`config.mk`:
```
export PLATFORM = sky130hd
export DESIGN_NAME = scba_ctrl
export DESIGN_NICKNAME = d
export VERILOG_FILES = /design/src/scba_pkg.sv /design/src/scba_ctrl.sv
export SDC_FILE = /design/constraint.sdc
export NUM_CORES = 1
export LEC_CHECK = 0
export BUFFER_PORTS_ARGS = -buffer_cell sky130_fd_sc_hd__buf_2
export CAP_MARGIN = 20
export CORE_AREA = 4 4 41 43
export DETAILED_ROUTE_END_ITERATION = 7
export DIE_AREA = 0 0 45 47
export GPL_TIMING_DRIVEN = 0
export SLEW_MARGIN = 15
export SYNTH_ARGS = -nofsm -noshare
export SYNTH_HDL_FRONTEND = slang
export SYNTH_SLANG_ARGS = --single-unit
```
`constraint.sdc`:
```
create_clock -name clk -period 1.6 [get_ports clk]
set_input_delay 0.08 -clock clk [delete_from_list [all_inputs] [get_ports clk]]
set_output_delay 0.08 -clock clk [all_outputs]
set_load 0.03 [all_outputs]
```
`src/scba_pkg.sv`:
```
// Shared constants, codes and control/status types for the size-class block allocator.
package scba_pkg;

	// Default sizing of the class table and link memory
	localparam int MAX_CLASSES_DEF = 8;
	localparam int MAX_BLOCKS_DEF  = 256;

	// Stream payload widths
	localparam int IN_TDATA_W  = 32;
	localparam int OUT_TDATA_W = 32;

	// Register reset values
	localparam logic [15:0] MIN_SIZE_RST = 16'd64;
	localparam logic [15:0] MAX_SIZE_RST = 16'd1024;
	localparam logic [11:0] FACTOR_RST   = 12'd512;
	localparam logic [8:0]  BLOCKS_RST   = 9'd256;

	// Register indexes
	localparam logic [1:0] REG_MIN_SIZE = 2'd0;
	localparam logic [1:0] REG_MAX_SIZE = 2'd1;
	localparam logic [1:0] REG_FACTOR   = 2'd2;
	localparam logic [1:0] REG_BLOCKS   = 2'd3;

	// Request kinds
	localparam logic ACT_ALLOC = 1'b0;
	localparam logic ACT_FREE  = 1'b1;

	// Result status codes
	localparam logic [1:0] ST_OK         = 2'd0;
	localparam logic [1:0] ST_OOM        = 2'd1;
	localparam logic [1:0] ST_BAD_HANDLE = 2'd2;

	// Commands from the controller to the datapath
	typedef struct packed {
		logic size_init;
		logic size_step;
		logic clear_step;
		logic accept;
		logic eval;
		logic pick;
		logic read_link;
		logic div_step;
		logic commit;
	} cmd_t;

	// Status from the datapath to the controller
	typedef struct packed {
		logic size_last;
		logic clear_last;
		logic is_free;
		logic div_last;
		logic out_free;
	} stat_t;

endpackage

```
`src/scba_ctrl.sv`:
```
// Controller state machine: init sequence, item sequencing and result handoff.
module scba_ctrl (
	input  logic           clk,
	input  logic           arst_n,
	input  logic           cfg_we,
	input  logic           in_valid,
	output logic           in_ready,
	input  scba_pkg::stat_t stat,
	output scba_pkg::cmd_t  cmd
);

	typedef enum logic [3:0] {
		S_START,
		S_SIZE,
		S_CLEAR,
		S_IDLE,
		S_EVAL,
		S_PICK,
		S_READ,
		S_DIV,
		S_COMMIT
	} state_t;

	state_t state_q;
	state_t state_d;
	logic   ready_q;

	// Next state; any register write restarts the table build
	always_comb begin
		state_d = state_q;
		if (cfg_we) begin
			state_d = S_START;
		end else begin
			case (state_q)
				S_START:  state_d = S_SIZE;
				S_SIZE:   if (stat.size_last) state_d = S_CLEAR;
				S_CLEAR:  if (stat.clear_last) state_d = S_IDLE;
				S_IDLE:   if (in_valid) state_d = S_EVAL;
				S_EVAL:   state_d = stat.is_free ? S_DIV : S_PICK;
				S_PICK:   state_d = S_READ;
				S_READ:   state_d = S_COMMIT;
				S_DIV:    if (stat.div_last) state_d = S_COMMIT;
				S_COMMIT: if (stat.out_free) state_d = S_IDLE;
				default:  state_d = S_START;
			endcase
		end
	end

	// State and registered ready
	always_ff @(posedge clk or negedge arst_n) begin
		if (!arst_n) begin
			state_q <= S_START;
			ready_q <= 1'b0;
		end else begin
			state_q <= state_d;
			ready_q <= (state_d == S_IDLE);
		end
	end

	assign in_ready = ready_q;

	// Datapath commands
	always_comb begin
		cmd            = '0;
		cmd.size_init  = (state_q == S_START);
		cmd.size_step  = (state_q == S_SIZE);
		cmd.clear_step = (state_q == S_CLEAR);
		cmd.accept     = (state_q == S_IDLE) && ready_q && in_valid;
		cmd.eval       = (state_q == S_EVAL);
		cmd.pick       = (state_q == S_PICK);
		cmd.read_link  = (state_q == S_READ);
		cmd.div_step   = (state_q == S_DIV);
		cmd.commit     = (state_q == S_COMMIT) && stat.out_free;
	end

endmodule

```
==> summary.md, run 1 <==
| Metric | Value |
|---|---|
| Status | finished, final reports clean |
| Hold_ws | a little over 0.02 ns |
| Leakage Power | 0.2869 nW |
| Setup TNS | 0 ns |
| Gr usage total | between 10% and 20% |
| CTS Sinks | 5 |
| H-tree depth | 1 |
| Sequential share of the synthesized area | 30.12% |
| List of most frequent post-synthesis cells | nor2_1 (7), nand2_1 (6), dfrtp_1 (5) |
| Final WL | around 1100 µm |
| Hold Path Class | primary input to register |
| Min-delay src | cfg_we |
| Synth Instances | 52 |
| Tcrit/Tclk final | a little over nine tenths |
| Yosys cell types | 27 |
| First-pass GRT wire length | roughly 2000 µm |
| Largest net degree at the start of global routing | 11 |
| HPWL Detailed | approximately 830 µm |
| Top Family by Delay on Critical Path | compound AO/OA/AOI/OAI gates |
| RePlAce Congestion | between 0.7 and 0.8 |
| # diodes | 0 |
| Row cnt | 13 |
| Die H | 47 µm |
| Final hold vios | 0 |
| Worst IR Drop VDD | around 0.40 mV |
| Initial antenna violation count | 0 |
| Post-synthesis cell area | a little over 400 µm² |
| Worst path cell trace | buf_6, or3_4, a21o_1, a2111oi_2 |
| Final net count | 87 |
| Remaining DRCs | 0 |
| ANT nets after route | 0 |
| DIE AREA | between 2000 and 2500 µm² |
| Worst r2r src | state_q[1]$_DFF_PN0_ |
| Async set or reset register ratio after synthesis | 100.0% |
| Worst Tran Pin Value | 0.2755 ns |
| Via density | roughly 5.3 |
| Count leader, synth | nor2_1 |
| Die width | around 45 µm |
| Placed Cells | 85 |
| Clock transition at path regs | approximately 0.040 ns |
| Share of layout cells above drive strength 1 | 42.86% |
| Final Skew | between 0.002 and 0.0025 ns |
| CTS Root Cell | clkbuf_4 |
| Final WS setup | 0.03412 ns |
| Worst Path Arrival | 1.70 ns |
| CP max FO | 9 |
| Post-synth EDFFs | 0 |
| Largest cells by area after synthesis | dfrtp_1 (30%), nor2_1 (6.3%), nand2_1 (5.4%) |
| CTS tree | built |
| Post-DR wirelength/cell | between 10 and 15 µm |
| Net Count, Synth | 61 |
| Total of max-cap violations | 0 |
| Initial Util | a little under a third |
| Worst slack at placement | approximately 0.057 ns |
| Final min period | 1.566 ns |
| Post-synth top area share | 30.12% |
| Later-pin clock latency in the skew report | ~0.24 ns |
| CP max stage cell | dfrtp_1 |
| Starting DRC count in detailed routing | 8 |
| I/O Pins | 19 |
| Worst Path Buf+Inv | 1 |
| Slew headroom | 81.63% |
| Final setup vio count | 0 |
| Filler cells | approximately 140 |
| Ys Warns | 0 |
| Vias in the first global route | ~470 |
| Critical Path Start | state_q[1]$_DFF_PN0_ |
| CTS buffer count | 3 |
| Fmax | approximately 640 MHz |
| Pwr per Cell Area | 783.9 nW/µm² |
| Most used DFF post-synth | dfrtp_1 |
| Pwr Total | 471.8 µW |
| RSZ-0062 raised after global routing | true |
| Critical Path Sink Type | register |
| Post-Syn Area per Cell | approximately 8.0 µm² |
| Core ar. | approximately 1300 µm² |
| Port Buffers | 18 |
| Kind of critical path | register to register |
| Area grow syn2layout | 44.88% |
| Top cell type by total area after synthesis | dfrtp_1 |
| Layout Cells excl Fill | 92 |
| Pre-antenna DRT Iters | 4 |
| Via count | ~500 |
| Post-synthesis register bit count | 5 |
| CP Launch Type | register |
| Clock buffer depth | 2 |
| Max Slew Vio Count | 0 |
| Max incr delay on CP | around 0.40 ns |
| Grt ovf | 0 |
| Req. time, crit path | 1.73 ns |
[power by group]
part / total (mW) / switching [mW] / internal [mW]
Clock: 0.146 / 0.0516 / 0.0943
Sequential: 0.148 / 0.0104 / 0.137
Combinational: 0.178 / 0.104 / 0.0745
Total: 0.472 / 0.166 / 0.306
[sequential cells by signal, indices dropped and copies added, names as in the netlist]
name	flops
state_q	4
in_ready	1
[per-stage QoR]
stage | area (µm²) | utilization [%]
2_1_floorplan | 427.9 | -
3_3_place_gp | 536.8 | 41.25
3_5_place_dp | 536.8 | 41.25
4_1_cts | 573.1 | 44.04
5_1_grt | 601.8 | 46.25
6_report | 601.8 | 46.25
[worst paths after layout]
check,endpoint,slack (ns),cells after the start
setup reg to reg,in_ready$_DFF_PN0_,0.03,4
min in group asynchronous,in_ready$_DFF_PN0_,0.17,2
max in group asynchronous,state_q[1]$_DFF_PN0_,1.29,2
hold reg to reg,in_ready$_DFF_PN0_,0.67,2
setup / recovery,in_ready$_DFF_PN0_,0.03,4
hold / removal,state_q[2]$_DFF_PN0_,0.02,2
[cell usage in the layout, fill, tap and decap left out, drive strengths merged]
cell type | Yosys | routed
a2111oi | 1 | 1
a21o | 1 | 1
a21oi | 4 | 4
a221oi | 1 | 1
a311oi | 1 | 1
a31oi | 1 | 1
and4b | 1 | 1
and4bb | 2 | 2
buf | 3 | 22
clkbuf | 1 | 6
dfrtp | 5 | 5
dlygate4sd3 | 0 | 1
inv | 2 | 2
nand2 | 6 | 6
nand2b | 2 | 2
nand3b | 1 | 1
nand4b | 1 | 1
nor2 | 7 | 7
nor3 | 3 | 3
nor3b | 1 | 1
nor4 | 2 | 2
o21a | 1 | 1
o21ai | 2 | 2
o21bai | 2 | 2
or3 | 1 | 1
[logic make-up after synthesis]
group,after synthesis,synth area share (%)
AO/OA/AOI/OAI,14,23.79
flip-flops,5,30.12
AND/OR/NAND/NOR,27,38.25
buffers and inverters,6,7.831
[metal layers]
metal	share of wire, %	track usage [%]	vias up
li1	-	-	239
met1	44	17.32	229
met2	47	19.21	20
met3	7.6	2.299	2
met4	1.7	9.942	0
met5	0	0	-
[layout make-up]
cell class / count / area, µm² / area share (%)
Inverter: 2 / 7.507 / 1.247
Clock buffer: 4 / 26.28 / 4.366
Timing Repair Buffer: 21 / 120.1 / 19.96
Buffer: 4 / 31.28 / 5.198
Multi-Input combinational cell: 41 / 272.8 / 45.32
Sequential cell: 5 / 125.1 / 20.79
Tap cell: 15 / 18.77 / 3.119
[timing repair]
item / 4_1_cts / 5_1_grt
endpoints found under the setup margin: 0 / 5
hold buffers: 1 / 0
buffers inserted: 0 / 2
gates resized for setup: 0 / 10
hold endpoints to repair: 5 / 0
(Power assumes the default switching activity.)
==> run 2, diff against run 1 <==
- CTS_BUF_LIST: not set -> sky130_fd_sc_hd__clkbuf_16
==> run 2 against run 1 <==
Compared with the run above:
- die area stayed put
- first-iteration DRC count stayed put
- clock power increased to 2.7 times the previous value
- count of clock-buffer cells in the layout shrank 1
- final area is 8.1% higher
- core utilization up 3.7 points
- hold slack improved by 0.025 ns
- final cell count down 1.1%
- critical path depth unchanged
- non-clock buffer count shrank 1
- power grew 54%
- via count shrank 2.4%
==> summary.md, run 2 (synthesized netlist as in run 1, its figures left out) <==
| Metric | Value |
|---|---|
| CTS Root Cell | clkbuf_16 |
| Max Slew Vio Count | 0 (unchanged) |
| RSZ-0062 raised after global routing | false |
| CP max FO | 10 (+1) |
| GRT busiest layer | met2 |
| DIE AREA | 2115 µm² (unchanged) |
| Worst Path Arrival | 1.47 ns (-0.23 ns) |
| Later-pin clock latency in the skew report | 0.22 ns (-0.02 ns) |
| Sequential cell area | 126.4 µm² (+1.0%) |
| Leakage Power | 0.3120 nW (+8.8%) |
| Final WL | 1189 µm (+5.0%) |
| FF-to-FF path depth | 4 (unchanged) |
| Via density | 5.253 (-1.4%) |
| Final net count | 86 (-1.1%) |
| Final setup vio count | 0 (unchanged) |
| H-tree depth | 1 (unchanged) |
| Final min period | 1.549 ns (-0.01655 ns) |
| First-pass GRT wire length | 2097 µm (+3.8%) |
| Area occupied by multi-input gates | 277.8 µm² (+1.8%) |
| Vias in the first global route | 457 (-1.9%) |
| Share of layout cells above drive strength 1 | 43.42% (+0.56 points) |
| Post-DR wirelength/cell | 13.07 µm (+6.2%) |
| Min-delay src | cfg_we |
| Final hold vios | 0 (unchanged) |
| Kind of critical path | register to output port |
| M2 GR Usage | 20.90% (+1.7 points) |
| Remaining DRCs | 0 (unchanged) |
| Worst IR Drop VDD | 1.037 mV (+160%) |
| Slew headroom | 81.03% (-0.60 points) |
| Pwr per Cell Area | 1118 nW/µm² (+43%) |
| Clock transition at path regs | 0.03 ns (about the same) |
| Met1 usage | 17.97% (+0.65 points) |
| # diodes | 0 (unchanged) |
| Critical Path Sink Type | output port |
| CTS buffer count | 3 (unchanged) |
| Hold Path Class | primary input to register |
| Hold path depth | 2 (unchanged) |
| Commonest non-fill, non-tap cell in the layout | buf_2 |
| Pre-antenna DRT Iters | 4 (unchanged) |
| Row cnt | 13 (unchanged) |
| FF-to-FF End | in_ready$_DFF_PN0_ |
| Starting DRC count in detailed routing | 8 (unchanged) |
| Status | finished, final reports clean |
| Tcrit/Tclk final | 96.83% (-1.0 points) |
| Worst r2r src | state_q[1]$_DFF_PN0_ |
| Port Buffers | 18 (unchanged) |
| Core Util, Final | 50.00% (+3.7 points) |
| I/O Pins | 19 (unchanged) |
| CTS tree | built |
| Core ar. | 1301 µm² (unchanged) |
| Largest register FFs | 4 (unchanged) |
| Fmax | 645.4 MHz (+1.1%) |
| Most flops, register | state_q |
| Worst Hold End | state_q[2]$_DFF_PN0_ |
| Worst Tran Pin Value | 0.2846 ns (+0.009072 ns) |
| Die width | 45 µm (unchanged) |
| Filler cells | 135 (-4.9%) |
| Critical Path Start | state_q[1]$_DFF_PN0_ |
| Via count | 478 (-2.4%) |
| Gr usage total | 13.73% (+0.55 points) |
| CP Launch Type | register |
| ANT nets after route | 0 (unchanged) |
| Grt ovf | 0 (unchanged) |
| Area grow syn2layout | 56.63% |
| GR Util met3 | 2.299% (unchanged) |
| Largest net degree at the start of global routing | 11 (unchanged) |
| RePlAce Congestion | 0.7063 (unchanged) |
| Total of max-cap violations | 0 (unchanged) |
| Initial antenna violation count | 0 (unchanged) |
| Final Skew | 0.001067 ns (-0.001252 ns) |
| Initial Util | 31.92% (unchanged) |
| Worst reg2reg setup slack | 0.07 ns (+0.04 ns) |
| Die H | 47 µm (unchanged) |
| Most frequent cells in the layout | buf_2 (17), nor2_1 (7), nand2_1 (6), a21oi_1 (4), dfrtp_1 (4) |
| CTS Sinks | 5 (unchanged) |
| Req. time, crit path | 1.52 ns (-0.21 ns) |
| Clock buffer depth | 2 (unchanged) |
| Setup TNS | 0 ns (unchanged) |
| HPWL Detailed | 834.6 µm (unchanged) |
-- run 2: per-layer routing --
layer / vias to the layer above / wire length [µm]
met1: 220 / 526
met3: 2 / 71
met5: - / 0
met4: 0 / 7
met2: 16 / 584
li1: 240 / -
-- run 2: worst max path at each step --
stage,to,slack (ns),depth (start not counted)
6_report,cmd[0],0.05,4
5_1_grt,cmd[0],0.002,4
4_1_cts,in_ready$_DFF_PN0_,0.02,4
3_5_place_dp,in_ready$_DFF_PN0_,0.06,4
3_3_place_gp,in_ready$_DFF_PN0_,0.03,4
2_1_floorplan,in_ready$_DFF_PN0_,0.12,4
-- run 2: final cells by class --
class | count | share of cell area [%]
Multi-Input combinational cell | 41 | 42.69
Tap cell | 15 | 2.885
Buffer | 4 | 4.808
Sequential cell | 5 | 19.42
Clock buffer | 3 | 11.54
Clock inverter | 1 | 0.5769
Inverter | 2 | 1.154
Timing Repair Buffer | 20 | 16.92
-- run 2: repair_timing --
action	in CTS	in global routing
setup endpoints to repair	0	4
endpoints found under the hold margin	5	0
gates resized for setup	0	10
hold buffers	1	0
buffers inserted	0	1
-- run 2: report_power, final --
group | internal, mW | switching, mW | total, mW | leakage (nW)
Sequential | 0.138 | 0.0121 | 0.150 | 0.0655
Combinational | 0.0728 | 0.104 | 0.177 | 0.204
Clock | 0.323 | 0.0774 | 0.401 | 0.0423
Total | 0.534 | 0.193 | 0.728 | 0.312
-- run 2: worst max-delay path, cell delays in order, from the launching register on --
cell     delay (ns)
dfrtp_2        0.43
buf_6          0.15
or3_4          0.39
nor2_1         0.11
buf_4          0.16
-- run 2: through the flow --
step | area, µm² | setup WS, ns | power, mW | instances | hold WS, ns
global placement | 536.8 | 0.02702 | 0.3141 | 85 | -0.1045
floorplan | 427.9 | 0.1247 | 0.2682 | 52 | -0.2156
global route | 650.6 | 0.002340 | 0.7671 | 91 | 0.04239
detailed placement | 536.8 | 0.05736 | 0.3137 | 85 | -0.09864
finish | 650.6 | 0.05067 | 0.7276 | 91 | 0.04554
CTS | 625.6 | 0.02065 | 0.7250 | 90 | 0.03529
==> run 3, diff against run 2 <==
- PLACE_DENSITY: not set -> 0.58
- SKIP_LAST_GASP: not set -> 1
==> run 3 against run 2 <==
Compared with the run above:
- hold slack improved by 0.039 ns
- final area rose by 1.3%
- worst setup slack improved by 0.0057 ns
- wire length rose by 2.0%
- largest power group unchanged
- sequential cell count did not move
==> summary.md, run 3 (synthesized netlist as in run 1, its figures left out) <==
| Metric | Value |
|---|---|
| Status | finished, final reports clean |
| First-pass GRT wire length | 1918 µm (-8.5%) |
| Placed Cells | 85 (unchanged) |
| Pwr per Cell Area | 1107 nW/µm² (-1.0%) |
| Final hold vios | 0 (unchanged) |
| Pre-antenna DRT Iters | 3 (-1) |
| Sequential cell area | 125.1 µm² (-0.99%) |
| Final setup vio count | 0 (unchanged) |
| Max Slew Vio Count | 0 (unchanged) |
| Final min period | 1.544 ns (-0.005678 ns) |
| I/O Pins | 19 (unchanged) |
| Largest net degree at the start of global routing | 11 (unchanged) |
| CP max FO | 10 (unchanged) |
| Via count | 478 (unchanged) |
| CTS Sinks | 5 (unchanged) |
| Die H | 47 µm (unchanged) |
| Clock buffer depth | 2 (unchanged) |
| RSZ-0062 raised after global routing | true |
| Core ar. | 1301 µm² (unchanged) |
| Filler cells | 129 (-4.4%) |
| Tcrit/Tclk final | 96.48% (-0.35 points) |
| HPWL Detailed | 919.8 µm (+10%) |
| CP Launch Type | register |
| Final WL | 1213 µm (+2.0%) |
| Worst IR Drop VDD | 0.9046 mV (-13%) |
| Hold Path Class | primary input to register |
| Vias in the first global route | 439 (-3.9%) |
| Initial Util | 31.92% (unchanged) |
| Setup bufs post-CTS | 0 (unchanged) |
| DIE AREA | 2115 µm² (unchanged) |
| CTS Root Cell | clkbuf_16 |
| CTS tree | built |
| Largest register FFs | 4 (unchanged) |
| Final Skew | 0.0009480 ns (-0.0001195 ns) |
| Met1 usage | 15.24% (-2.7 points) |
| Most frequent cells in the layout | buf_2 (16), nor2_1 (7), nand2_1 (6), dfrtp_1 (5), a21oi_1 (4) |
| Slew headroom | 67.61% (-13 points) |
| CTS buffer count | 3 (unchanged) |
| Port Buffers | 18 (unchanged) |
| # diodes | 0 (unchanged) |
| Worst Tran Pin Value | 0.4859 ns (+0.2013 ns) |
| Total of max-cap violations | 0 (unchanged) |
| Area grow syn2layout | 58.73% |
| Share of layout cells above drive strength 1 | 41.33% (-2.1 points) |
| Leakage Power | 0.3023 nW (-3.1%) |
| Later-pin clock latency in the skew report | 0.22 ns (about the same) |
| Worst Path Arrival | 1.66 ns (+0.19 ns) |
| Row cnt | 13 (unchanged) |
| Clock transition at path regs | 0.03 ns (about the same) |
| M2 GR Usage | 21.47% (+0.56 points) |
| Gr usage total | 12.55% (-1.2 points) |
| Area occupied by multi-input gates | 294.0 µm² (+5.9%) |
| Starting DRC count in detailed routing | 3 (-5) |
| Kind of critical path | register to register |
| Most flops, register | state_q |
| GRT busiest layer | met2 |
| Fmax | 647.8 MHz (+0.37%) |
| ANT nets after route | 0 (unchanged) |
| Hold_ws | 0.08477 ns (+0.03923 ns) |
| Via density | 5.311 (+1.1%) |
| H-tree depth | 1 (unchanged) |
| Commonest non-fill, non-tap cell in the layout | buf_2 |
| RePlAce Congestion | 0.7742 (+9.6%) |
| Remaining DRCs | 0 (unchanged) |
| Grt ovf | 0 (unchanged) |
| Post-DR wirelength/cell | 13.48 µm (+3.2%) |
| Layout Cells excl Fill | 90 (-1.1%) |
| GR Util met3 | 0.7663% (-1.5 points) |
| Final net count | 85 (-1.2%) |
| Critical Path Sink Type | register |
| Req. time, crit path | 1.72 ns (+0.20 ns) |
| Die width | 45 µm (unchanged) |
| Initial antenna violation count | 0 (unchanged) |
-- run 3: report_power, final --
part | switching (mW) | leakage [nW] | internal (mW)
clock | 0.0737 | 0.0423 | 0.323
sequential | 0.00980 | 0.0670 | 0.138
combinational | 0.111 | 0.193 | 0.0748
total | 0.195 | 0.302 | 0.535
-- run 3: routing by layer --
layer  part of all wire, %  vias up
li1                      -      236
met2                    49       12
met4                     0        0
met1                    46      230
met3                   5.1        0
met5                     0        -
-- run 3: final timing paths --
check | startpoint | to | slack, ns | depth (start not counted)
max | state_q[1]$_DFF_PN0_ | in_ready$_DFF_PN0_ | 0.06 | 4
min | cfg_we | state_q[2]$_DFF_PN0_ | 0.08 | 2
max reg2reg | state_q[1]$_DFF_PN0_ | in_ready$_DFF_PN0_ | 0.06 | 4
min reg2reg | state_q[3]$_DFF_PN0_ | in_ready$_DFF_PN0_ | 0.66 | 2
max in group asynchronous | arst_n | state_q[0]$_DFF_PN0_ | 1.28 | 2
min in group asynchronous | arst_n | in_ready$_DFF_PN0_ | 0.19 | 2
-- run 3: layout make-up --
type,count,area share (%)
flip-flops and latches,5,18.98
well taps,15,2.846
inverters,2,1.139
multi-input cells,41,44.59
plain buffers,4,4.554
clock buffers,3,11.39
clock inverters,1,0.5693
repair buffers,19,15.94
-- run 3: metrics by stage --
step | util (%) | total power, mW | worst slack, ns | TNS [ns] | cell area (µm²)
after floorplan | - | 0.2682 | 0.1247 | 0 | 427.9
after global placement | 41.25 | 0.3150 | 0.02160 | 0 | 536.8
after detailed placement | 41.25 | 0.3167 | 0.01662 | 0 | 536.8
after CTS | 48.08 | 0.7226 | 0.008640 | 0 | 625.6
after global routing | 50.67 | 0.7663 | -0.01023 | -0.01023 | 659.4
final | 50.67 | 0.7299 | 0.05635 | 0 | 659.4
-- run 3: worst max-delay path, cell delays in order (launching register included) --
cell and delay [ns]:
dfrtp_1 0.39, buf_6 0.15, or3_4 0.41, a21o_4 0.23, a2111oi_4 0.25
-- run 3: timing repair --
| action | CTS | global route |
|---|---|---|
| hold endpoints to repair | 5 | 0 |
| endpoints found under the setup margin | 0 | 3 |
| resized for setup | 0 | 9 |
| hold buffers | 1 | 0 |
